## src/hdl/bqsf_pkg.sv

```systemverilog
// ----------------------------------------------------------------------------
// bqsf_pkg
// shared constants and types of the bit quad shape features block
// ----------------------------------------------------------------------------
`default_nettype none

package bqsf_pkg;

  localparam int MAX_WIDTH  = 512;
  localparam int MAX_HEIGHT = 256;

  localparam int COL_W  = $clog2(MAX_WIDTH);
  localparam int ROW_W  = $clog2(MAX_HEIGHT);

  // register field widths
  localparam int BW_W = 10;
  localparam int BH_W = 9;

  localparam int PIX_W  = 8;
  localparam int CNT_W  = 18;
  localparam int PERI_W = 19;
  localparam int ADDR_W = 3;
  localparam int DATA_W = 32;

  localparam logic [PIX_W-1:0] BACKGROUND = 8'hFF;

  localparam logic [BW_W-1:0] BOX_WIDTH_RST  = 10'd512;
  localparam logic [BH_W-1:0] BOX_HEIGHT_RST = 9'd256;

  typedef enum logic {
    REG_BOX_WIDTH  = 1'b0,
    REG_BOX_HEIGHT = 1'b1
  } reg_idx_t;

  typedef logic [CNT_W-1:0] cnt_t;

  typedef struct packed {
    cnt_t one;
    cnt_t two;
    cnt_t three;
    cnt_t four;
    cnt_t diag;
  } quad_cnt_t;

endpackage

`default_nettype wire

```

## src/hdl/bqsf_ram.sv

```systemverilog
// ----------------------------------------------------------------------------
// bqsf_ram
// generic single-write, single-read memory with registered read data
// ----------------------------------------------------------------------------
`default_nettype none

module bqsf_ram #(
  parameter int WIDTH = 1,
  parameter int DEPTH = 512
) (
  input  wire logic                     clk,
  input  wire logic                     we,
  input  wire logic [$clog2(DEPTH)-1:0] waddr,
  input  wire logic [WIDTH-1:0]         wdata,
  input  wire logic                     re,
  input  wire logic [$clog2(DEPTH)-1:0] raddr,
  output      logic [WIDTH-1:0]         rdata
);

  logic [WIDTH-1:0] mem [DEPTH];
  logic [WIDTH-1:0] rdata_r;

  always_ff @(posedge clk) begin
    if (we) begin
      mem[waddr] <= wdata;
    end
    if (re) begin
      rdata_r <= mem[raddr];
    end
  end

  assign rdata = rdata_r;

endmodule

`default_nettype wire

```

## src/hdl/bit_quad_shape_features_core.sv

```systemverilog
// ----------------------------------------------------------------------------
// bit_quad_shape_features_core
// counts 2x2 bit quads over a box of pixels and reports euler number,
// area, perimeter and the quad counts after the last pixel of the box
// ----------------------------------------------------------------------------
//  channel   direction  handshake          beat
//  in_       input      in_valid/in_stall  one pixel byte, raster order
//  out_      output     out_valid/out_stall one result per box
//  config    apb        psel/penable       box_width (0x0), box_height (0x4)
//
//  one pixel per cycle unless stalled; line buffer ram read one beat ahead of use
//  result passes the count snapshot register, then the formula output register
//  in_stall rises only when the snapshot and the output register are both full
//  reset is synchronous; the line buffer needs no clearing pass
// ----------------------------------------------------------------------------
`default_nettype none

module bit_quad_shape_features_core (
  input  wire logic                                 clk,
  input  wire logic                                 rst_n,
  input  wire logic                                 in_valid,
  output      logic                                 in_stall,
  input  wire logic [bqsf_pkg::PIX_W-1:0]           in_pixel,
  output      logic                                 out_valid,
  input  wire logic                                 out_stall,
  output      logic signed [bqsf_pkg::CNT_W-1:0]    out_euler_number,
  output      logic [bqsf_pkg::CNT_W-1:0]           out_area,
  output      logic [bqsf_pkg::PERI_W-1:0]          out_perimeter,
  output      logic [bqsf_pkg::CNT_W-1:0]           out_count_one,
  output      logic [bqsf_pkg::CNT_W-1:0]           out_count_two,
  output      logic [bqsf_pkg::CNT_W-1:0]           out_count_three,
  output      logic [bqsf_pkg::CNT_W-1:0]           out_count_four,
  output      logic [bqsf_pkg::CNT_W-1:0]           out_count_diagonal,
  input  wire logic                                 psel,
  input  wire logic                                 penable,
  input  wire logic                                 pwrite,
  input  wire logic [bqsf_pkg::ADDR_W-1:0]          paddr,
  input  wire logic [bqsf_pkg::DATA_W-1:0]          pwdata,
  output      logic [bqsf_pkg::DATA_W-1:0]          prdata,
  output      logic                                 pready
);

  localparam int COL_W = bqsf_pkg::COL_W;
  localparam int ROW_W = bqsf_pkg::ROW_W;
  localparam int BW_W  = bqsf_pkg::BW_W;
  localparam int BH_W  = bqsf_pkg::BH_W;
  localparam int CNT_W = bqsf_pkg::CNT_W;
  localparam int SUM_W = CNT_W + 4;

  // configuration
  logic [BW_W-1:0] box_width_r;
  logic [BH_W-1:0] box_height_r;
  logic            cfg_wr;
  bqsf_pkg::reg_idx_t cfg_idx;

  assign pready  = 1'b1;
  assign cfg_wr  = psel && penable && pwrite && pready;
  assign cfg_idx = bqsf_pkg::reg_idx_t'(paddr[2]);

  always_ff @(posedge clk) begin
    if (!rst_n) begin
      box_width_r  <= bqsf_pkg::BOX_WIDTH_RST;
      box_height_r <= bqsf_pkg::BOX_HEIGHT_RST;
    end else if (cfg_wr) begin
      unique case (cfg_idx)
        bqsf_pkg::REG_BOX_WIDTH:  box_width_r  <= pwdata[BW_W-1:0];
        bqsf_pkg::REG_BOX_HEIGHT: box_height_r <= pwdata[BH_W-1:0];
        default: ;
      endcase
    end
  end

  always_comb begin
    unique case (cfg_idx)
      bqsf_pkg::REG_BOX_WIDTH:  prdata = bqsf_pkg::DATA_W'(box_width_r);
      bqsf_pkg::REG_BOX_HEIGHT: prdata = bqsf_pkg::DATA_W'(box_height_r);
      default:                  prdata = '0;
    endcase
  end

  // clamped box size
  logic [BW_W-1:0] w_eff;
  logic [BH_W-1:0] h_eff;

  always_comb begin
    priority if (box_width_r < BW_W'(2)) begin
      w_eff = BW_W'(2);
    end else if (box_width_r > BW_W'(bqsf_pkg::MAX_WIDTH)) begin
      w_eff = BW_W'(bqsf_pkg::MAX_WIDTH);
    end else begin
      w_eff = box_width_r;
    end
    priority if (box_height_r < BH_W'(2)) begin
      h_eff = BH_W'(2);
    end else if (box_height_r > BH_W'(bqsf_pkg::MAX_HEIGHT)) begin
      h_eff = BH_W'(bqsf_pkg::MAX_HEIGHT);
    end else begin
      h_eff = box_height_r;
    end
  end

  // pixel scan state
  logic [COL_W-1:0] col_r, col_nxt;
  logic [ROW_W-1:0] row_r, row_nxt;
  logic             left_r, left_nxt;
  logic             upleft_r, upleft_nxt;
  bqsf_pkg::quad_cnt_t cnt_r, cnt_nxt, cnt_inc;

  logic in_acc;
  logic pix;
  logic up;
  logic last_col;
  logic last_row;
  logic box_done;

  assign in_acc   = in_valid && !in_stall;
  assign pix      = (in_pixel != bqsf_pkg::BACKGROUND);
  assign last_col = (BW_W'(col_r) + BW_W'(1)) >= w_eff;
  assign last_row = (BH_W'(row_r) + BH_W'(1)) >= h_eff;
  assign box_done = in_acc && last_col && last_row;

  // previous row, read one beat ahead at the next column
  bqsf_ram #(
    .WIDTH (1),
    .DEPTH (bqsf_pkg::MAX_WIDTH)
  ) u_line (
    .clk   (clk),
    .we    (in_acc),
    .waddr (col_r),
    .wdata (pix),
    .re    (in_acc),
    .raddr (col_nxt),
    .rdata (up)
  );

  // quad classification
  logic [2:0] qsum;

  always_comb begin
    cnt_inc = cnt_r;
    qsum    = 3'(upleft_r) + 3'(up) + 3'(left_r) + 3'(pix);
    if (row_r != '0 && col_r != '0) begin
      unique case (qsum)
        3'd1: cnt_inc.one = cnt_r.one + CNT_W'(1);
        3'd2: begin
          if (upleft_r == pix) begin
            cnt_inc.diag = cnt_r.diag + CNT_W'(1);
          end else begin
            cnt_inc.two = cnt_r.two + CNT_W'(1);
          end
        end
        3'd3: cnt_inc.three = cnt_r.three + CNT_W'(1);
        3'd4: cnt_inc.four  = cnt_r.four + CNT_W'(1);
        default: ;
      endcase
    end
  end

  always_comb begin
    col_nxt    = col_r;
    row_nxt    = row_r;
    left_nxt   = left_r;
    upleft_nxt = upleft_r;
    cnt_nxt    = cnt_r;
    if (cfg_wr) begin
      col_nxt    = '0;
      row_nxt    = '0;
      left_nxt   = 1'b0;
      upleft_nxt = 1'b0;
      cnt_nxt    = '0;
    end else if (in_acc) begin
      cnt_nxt = cnt_inc;
      if (last_col) begin
        col_nxt    = '0;
        left_nxt   = 1'b0;
        upleft_nxt = 1'b0;
        if (last_row) begin
          row_nxt = '0;
          cnt_nxt = '0;
        end else begin
          row_nxt = row_r + ROW_W'(1);
        end
      end else begin
        col_nxt    = col_r + COL_W'(1);
        left_nxt   = pix;
        upleft_nxt = up;
      end
    end
  end

  always_ff @(posedge clk) begin
    if (!rst_n) begin
      col_r    <= '0;
      row_r    <= '0;
      left_r   <= 1'b0;
      upleft_r <= 1'b0;
      cnt_r    <= '0;
    end else begin
      col_r    <= col_nxt;
      row_r    <= row_nxt;
      left_r   <= left_nxt;
      upleft_r <= upleft_nxt;
      cnt_r    <= cnt_nxt;
    end
  end

  // count snapshot and result register
  logic                snap_valid_r, snap_valid_nxt;
  bqsf_pkg::quad_cnt_t snap_r;
  logic                out_valid_r, out_valid_nxt;
  logic                snap_move;

  assign in_stall  = snap_valid_r && out_valid_r && out_stall;
  assign snap_move = snap_valid_r && (!out_valid_r || !out_stall);

  always_comb begin
    snap_valid_nxt = box_done || (snap_valid_r && !snap_move);
    out_valid_nxt  = snap_move || (out_valid_r && out_stall);
  end

  logic signed [SUM_W-1:0] euler_sum;
  logic signed [SUM_W-1:0] euler_adj;
  logic        [SUM_W-1:0] area_sum;
  logic        [SUM_W-1:0] peri_sum;

  always_comb begin
    euler_sum = $signed(SUM_W'(snap_r.one)) - $signed(SUM_W'(snap_r.three))
              + $signed(SUM_W'(snap_r.diag) << 1);
    euler_adj = (euler_sum < 0) ? (euler_sum + SUM_W'(3)) : euler_sum;
    area_sum  = SUM_W'(snap_r.one) + (SUM_W'(snap_r.two) << 1)
              + SUM_W'(snap_r.three) + (SUM_W'(snap_r.three) << 1)
              + (SUM_W'(snap_r.four) << 2) + (SUM_W'(snap_r.diag) << 1);
    peri_sum  = SUM_W'(snap_r.one) + SUM_W'(snap_r.two) + SUM_W'(snap_r.three)
              + (SUM_W'(snap_r.diag) << 1);
  end

  always_ff @(posedge clk) begin
    if (!rst_n) begin
      snap_valid_r <= 1'b0;
      out_valid_r  <= 1'b0;
    end else begin
      snap_valid_r <= snap_valid_nxt;
      out_valid_r  <= out_valid_nxt;
    end
  end

  always_ff @(posedge clk) begin
    if (box_done) begin
      snap_r <= cnt_inc;
    end
    if (snap_move) begin
      out_euler_number   <= CNT_W'(euler_adj >>> 2);
      out_area           <= area_sum[CNT_W+1:2];
      out_perimeter      <= peri_sum[bqsf_pkg::PERI_W-1:0];
      out_count_one      <= snap_r.one;
      out_count_two      <= snap_r.two;
      out_count_three    <= snap_r.three;
      out_count_four     <= snap_r.four;
      out_count_diagonal <= snap_r.diag;
    end
  end

  assign out_valid = out_valid_r;

endmodule

`default_nettype wire

```

## config.mk

```make
export PLATFORM = sky130hd
export DESIGN_NAME = bit_quad_shape_features_core
export DESIGN_NICKNAME = d
export VERILOG_FILES = /design/src/hdl/bqsf_pkg.sv /design/src/hdl/bqsf_ram.sv /design/src/hdl/bit_quad_shape_features_core.sv
export SDC_FILE = /design/constraint.sdc
export NUM_CORES = 2
export LEC_CHECK = 0
export ABC_AREA = 1
export BUFFER_PORTS_ARGS = -buffer_cell sky130_fd_sc_hd__buf_2
export CORE_UTILIZATION = 50
export CTS_BUF_LIST = sky130_fd_sc_hd__clkbuf_8 sky130_fd_sc_hd__clkbuf_16
export CTS_CLUSTER_SIZE = 28
export DETAILED_ROUTE_END_ITERATION = 10
export PLACE_DENSITY = 0.79
export SLEW_MARGIN = 20
export SYNTH_ARGS = -nofsm -noshare
export SYNTH_HDL_FRONTEND = slang
export SYNTH_SLANG_ARGS = --single-unit
```

## constraint.sdc

```tcl
create_clock -name clk -period 34.7 [get_ports clk]
set_clock_uncertainty 0.1 [all_clocks]
set_input_delay 8.675 -clock clk [delete_from_list [all_inputs] [get_ports clk]]
set_output_delay 8.675 -clock clk [all_outputs]
set_load 0.005 [all_outputs]
```

Word-level counts from Yosys, hierarchy flattened:

Memories as Yosys holds them, arrays and structs flattened. A register that Yosys moved wholly into a read port is not among the register bits.
Cells that the tools add are included.
W data, S select, Z words.

* memory bits (writable): 512
* logic and storage cells: 113
* memories kept: 1
* register bits after elaboration: 365
* output and inout bits: 180
* input bits: 50

* $add $sub $neg: 23
* multiplexer cells: 24
* bitwise gates (word level): 2
* order comparisons: 7
* reduce and logical (&&, ||, !) cells: 24
* equal/unequal tests: 6

Memories
* u_line.mem: depth 512, width 1, rd ports 1, clocked after Yosys merged registers in 1, wr ports 1, RTL line bqsf_ram.sv:20 `logic [WIDTH-1:0] mem [DEPTH];`

Operators with widths (count)
* $mux W90: 3
* $mux W18: 7
* $add A18 B1 Y18 const B: 5
* $pmux W32 S2: 1
* $mux W9: 5
* $add A20 B19 Y20: 2
* $add A19 B20 Y21: 1
* $lt A21 B1 Y1 const B: 1
* $add A18 B19 Y20: 1
* $add A20 B18 Y20: 1
* $add A20 B20 Y20: 1
* $add A20 B3 Y20 const B: 1
* $mux W10: 2
* $mux W20: 1
* $add A18 B18 Y19: 1
* $add A19 B18 Y19: 1
* $add A19 B19 Y19: 1
* $sub A18 B18 Y19: 1
* $logic_and A1 B1 Y1: 11
* $add A9 B1 Y10 const B: 1
* $ge A10 B10 Y1: 1
* $gt A10 B10 Y1 const B: 1
* $lt A10 B2 Y1 const B: 1
* $add A8 B1 Y9 const B: 1
* other kinds (22): 34

Logic depth before layout (Yosys ltp):

* depth after elaboration: 8
* mapped depth: 29
* depth with buffers taken out: 28

By module:

From an unflattened synthesis, not the netlist that was laid out.

* cell total of the unflattened synthesis: 4798
* area, all modules: 45441.1 µm²

Modules (own cells, without submodules)
* bqsf_ram: cells each 2354, seq. area each 15404.8 µm², times used 1, area each 23262.3 µm²
* bit_quad_shape_features_core: cells each 2444, seq. area each 9659.3 µm², times used 1, area each 22178.8 µm²

Worst setup path before layout:

Ideal clock, no wire load.

* path type: input -> output
* start: in paddr[2] (netlist bit)
* end: out prdata[0] (netlist bit)
* buffers on the path: 2
* cell stages on the path: 4
* slack: 16601 ps
* required time: 25925 ps
* arrival: 9324 ps
* path through: clkbuf_1 > clkbuf_1 > nand2_1 > o21ai_0

* cells in the longest elaborated chain, start to end: 2

Ends and longest elaborated chain
* start: declaration: RTL line bit_quad_shape_features_core.sv:37 `input wire logic [bqsf_pkg::ADDR_W-1:0] paddr,`
* $not A1 Y1
* $pmux W32 S2 *: RTL line bit_quad_shape_features_core.sv:74 `unique case (cfg_idx)`
* end: declaration: RTL line bit_quad_shape_features_core.sv:39 `output logic [bqsf_pkg::DATA_W-1:0] prdata,`

Every way passes the cells marked *; elsewhere a longest branch is shown, timed or not. The select of a mux whose other input is x is not followed.

Worst setup path in the final report:

* start: in paddr[2] (netlist bit)
* end: out prdata[7] (netlist bit)

The elaborated chain is that of the path after synthesis.

==> impl_metrics.yaml <==
run_status:
  status: "finished, final reports clean"
logic_synthesis:
  synth_area_per_cell_um2: 9.67
  synth_top_family_by_area: "simple AND/OR/NAND/NOR gates"
  yosys.area.top_type_share: 0.497
  syn_inst: 4679
  yosysSeqAreaShare: 0.554
  yosysWarnings: 0
  synthTopCellsByArea: "edfxtp_1 (50%), nand2_1 (7.4%), dfxtp_1 (5.8%)"
  yosys.area_share.simple: 0.218
  synth_commonest_cells: "nand2_1 (891), edfxtp_1 (748), nor2_1 (648)"
  synth_area_um2: 45200
  synth-compound-area-share: 0.0445
  synth_top_area_cell: "edfxtp_1"
  ys_ff_latch: 878
  synth_ff_type: "edfxtp_1"
  muxShareOfSynthArea: 0.000498
  ys_types: 59
  synth_edf_count: 748
  yosysMostFrequentCell: "nand2_1"
  async_reset_ff_frac: 0
  yosys.area_share.xor_xnor: 0.0333
  synthAdderAreaFrac: 0.0766
clock_tree:
  cts_buffers: 88
  cts_sinks: 878
  ctsResizeCount: 0
  cts.clk_slew.worst_paths_ps: 60
  hold_buffers: 0
  cts-root-buf: "clkbuf_16"
  cts_setup_buffers: 0
  clk_latency_ps: 680
  htree_levels: 3
  cts_max_path_buffers: 3
  cts_tree: "done"
floorplanning:
  rows: 109
  die-area_um2: 91700
  initial_core_util: 0.508
  die_h_um: 303
  die_w_um: 303
  boundaryPins: 230
  core_um2: 89100
power:
  p_total_mw: 2.25
  power.leakage_nw: 19.5
  power.density_nw_per_um2: 45.1
  peakVddDrop_uv: 46.3
detailed_routing:
  ant_nets: 0
  totalWireLength_mm: 115
  vias: 33500
  wl_per_cell_um: 19.2
  drtIter0Drc: 3762
  drcViolationCount: 0
  dr.pass1.iters: 6
  avgViaCountPerCell: 5.59
grt:
  grt_overflow: 0
  grt_pass1_vias: 32300
  grt_max_degree: 322
  grt_antenna_before_repair: 3
  grt_pass1_wl_mm: 175
  gr-usage-all-layers: 0.247
timing:
  relSlewSlack: 0.245
  drv_slew: 0
  fmax_ghz: 0.0546
  setup_viol: 0
  worst_slack_ps: 16370
  tns_ps: 0
  hold_ws_ps: 381
  finalHoldViolCount: 0
  worst_pin_slew_ps: 1130
  rsz0062_at_grt: "false"
  finalCritPeriodShare: 0.528
  layout_min_cycle_time_ps: 18330
worst_setup_path:
  end_kind: "output pin"
  critPathArrivalTime_ps: 9560
  critPathLaunchType: "primary input"
  required_ps: 25930
  cp_max_fo: 21
  crit_type: "primary input to output pin"
worst_hold_path:
  hold_class: "register to register"
final_layout:
  utilization: 0.560
  fill_cells: 7319
  n_antenna_cell: 0
  final_net_count: 5015
  area_delta_synth_final_pct: 10.2
  drive_above_1_share: 0.0870
placed_design:
  gp_congestion: 0.915
  hpwl_mm: 68.3
  port-buffer-count: 182
  dpl_worst_slack_ps: 16330
run:
  drv_cap: 0
[path summary, 6_finish.rpt]
kind                                     end  cells past startpoint      start  slack (ps)
worst max register to register  u_line.rdata                     24   col_r[6]       27380
worst min-delay path               cnt_r[16]                      2  cnt_r[16]         380
worst max-delay path               prdata[7]                      3   paddr[2]       16370
worst min register to register     cnt_r[16]                      2  cnt_r[16]         380
[cell type report]
class,count,area [µm²],area share
flip-flops and latches,878,25100,0.503
multi-input cells,2999,17000,0.342
clock buffers,96,2330,0.0468
inverters,560,2110,0.0424
well taps,1165,1460,0.0292
repair buffers,226,1290,0.0258
clock inverters,66,548,0.0110
[sequential cells by signal (all words and copies together), names as in the netlist]
signal              flops
u_line.rdata            1
row_r                   8
cnt_r                  90
out_count_one          18
out_count_three        18
out_count_diagonal     18
out_euler_number       18
box_height_r            9
upleft_r                1
out_perimeter          19
out_valid               1
snap_valid_r            1
box_width_r            10
out_count_four         18
out_count_two          18
out_area               18
left_r                  1
col_r                   9
snap_r                 90
u_line.mem            512
[critical path, stage by stage]
cell and delay, ps:
buf_2 230, o21ai_0 440, buf_2 210
[power breakdown]
group	internal (mW)	switching, mW
registers	1.13	0.00317
logic	0.0465	0.127
clock network	0.531	0.409
total	1.71	0.539
[routing by layer]
layer	vias up	track usage	wire [µm]
li1	15500	-	-
met1	15900	0.309	43000
met2	1709	0.420	55700
met3	355	0.0396	11200
met4	4	0.113	4910
met5	-	0	21
[cells by family (layout without fill, tap and decap cells)]
| group | Yosys count | count (layout) |
|---|---|---|
| buffers and inverters | 823 | 948 |
| flip-flops | 878 | 878 |
| adder cells (fa/ha/maj) | 212 | 212 |
| multiplexers | 2 | 2 |
| AND/OR/NAND/NOR | 2239 | 2239 |
| other | 2 | 23 |
| AO/OA/AOI/OAI | 351 | 351 |
| XOR/XNOR | 172 | 172 |
[placed cells by master, fill, tap and decap left out, types with 90 or more instances in the layout]
| cell | count |
|---|---|
| fa_1 | 108 |
| nand3b_1 | 132 |
| ha_1 | 104 |
| nand2_1 | 886 |
| nand3_1 | 460 |
| inv_1 | 576 |
| buf_2 | 182 |
| a21oi_1 | 184 |
| dfxtp_1 | 130 |
| edfxtp_1 | 748 |
| clkbuf_16 | 90 |
| xor2_1 | 124 |
| nor2_1 | 646 |
[metrics by stage]
stage | cells | area, µm²
2_1_floorplan | 4700 | 45300
3_3_place_gp | 5827 | 46900
3_5_place_dp | 5827 | 46900
4_1_cts | 5989 | 49800
5_1_grt | 5990 | 49900
6_report | 5990 | 49900
No activity file was read; power rests on OpenSTA's default activity.
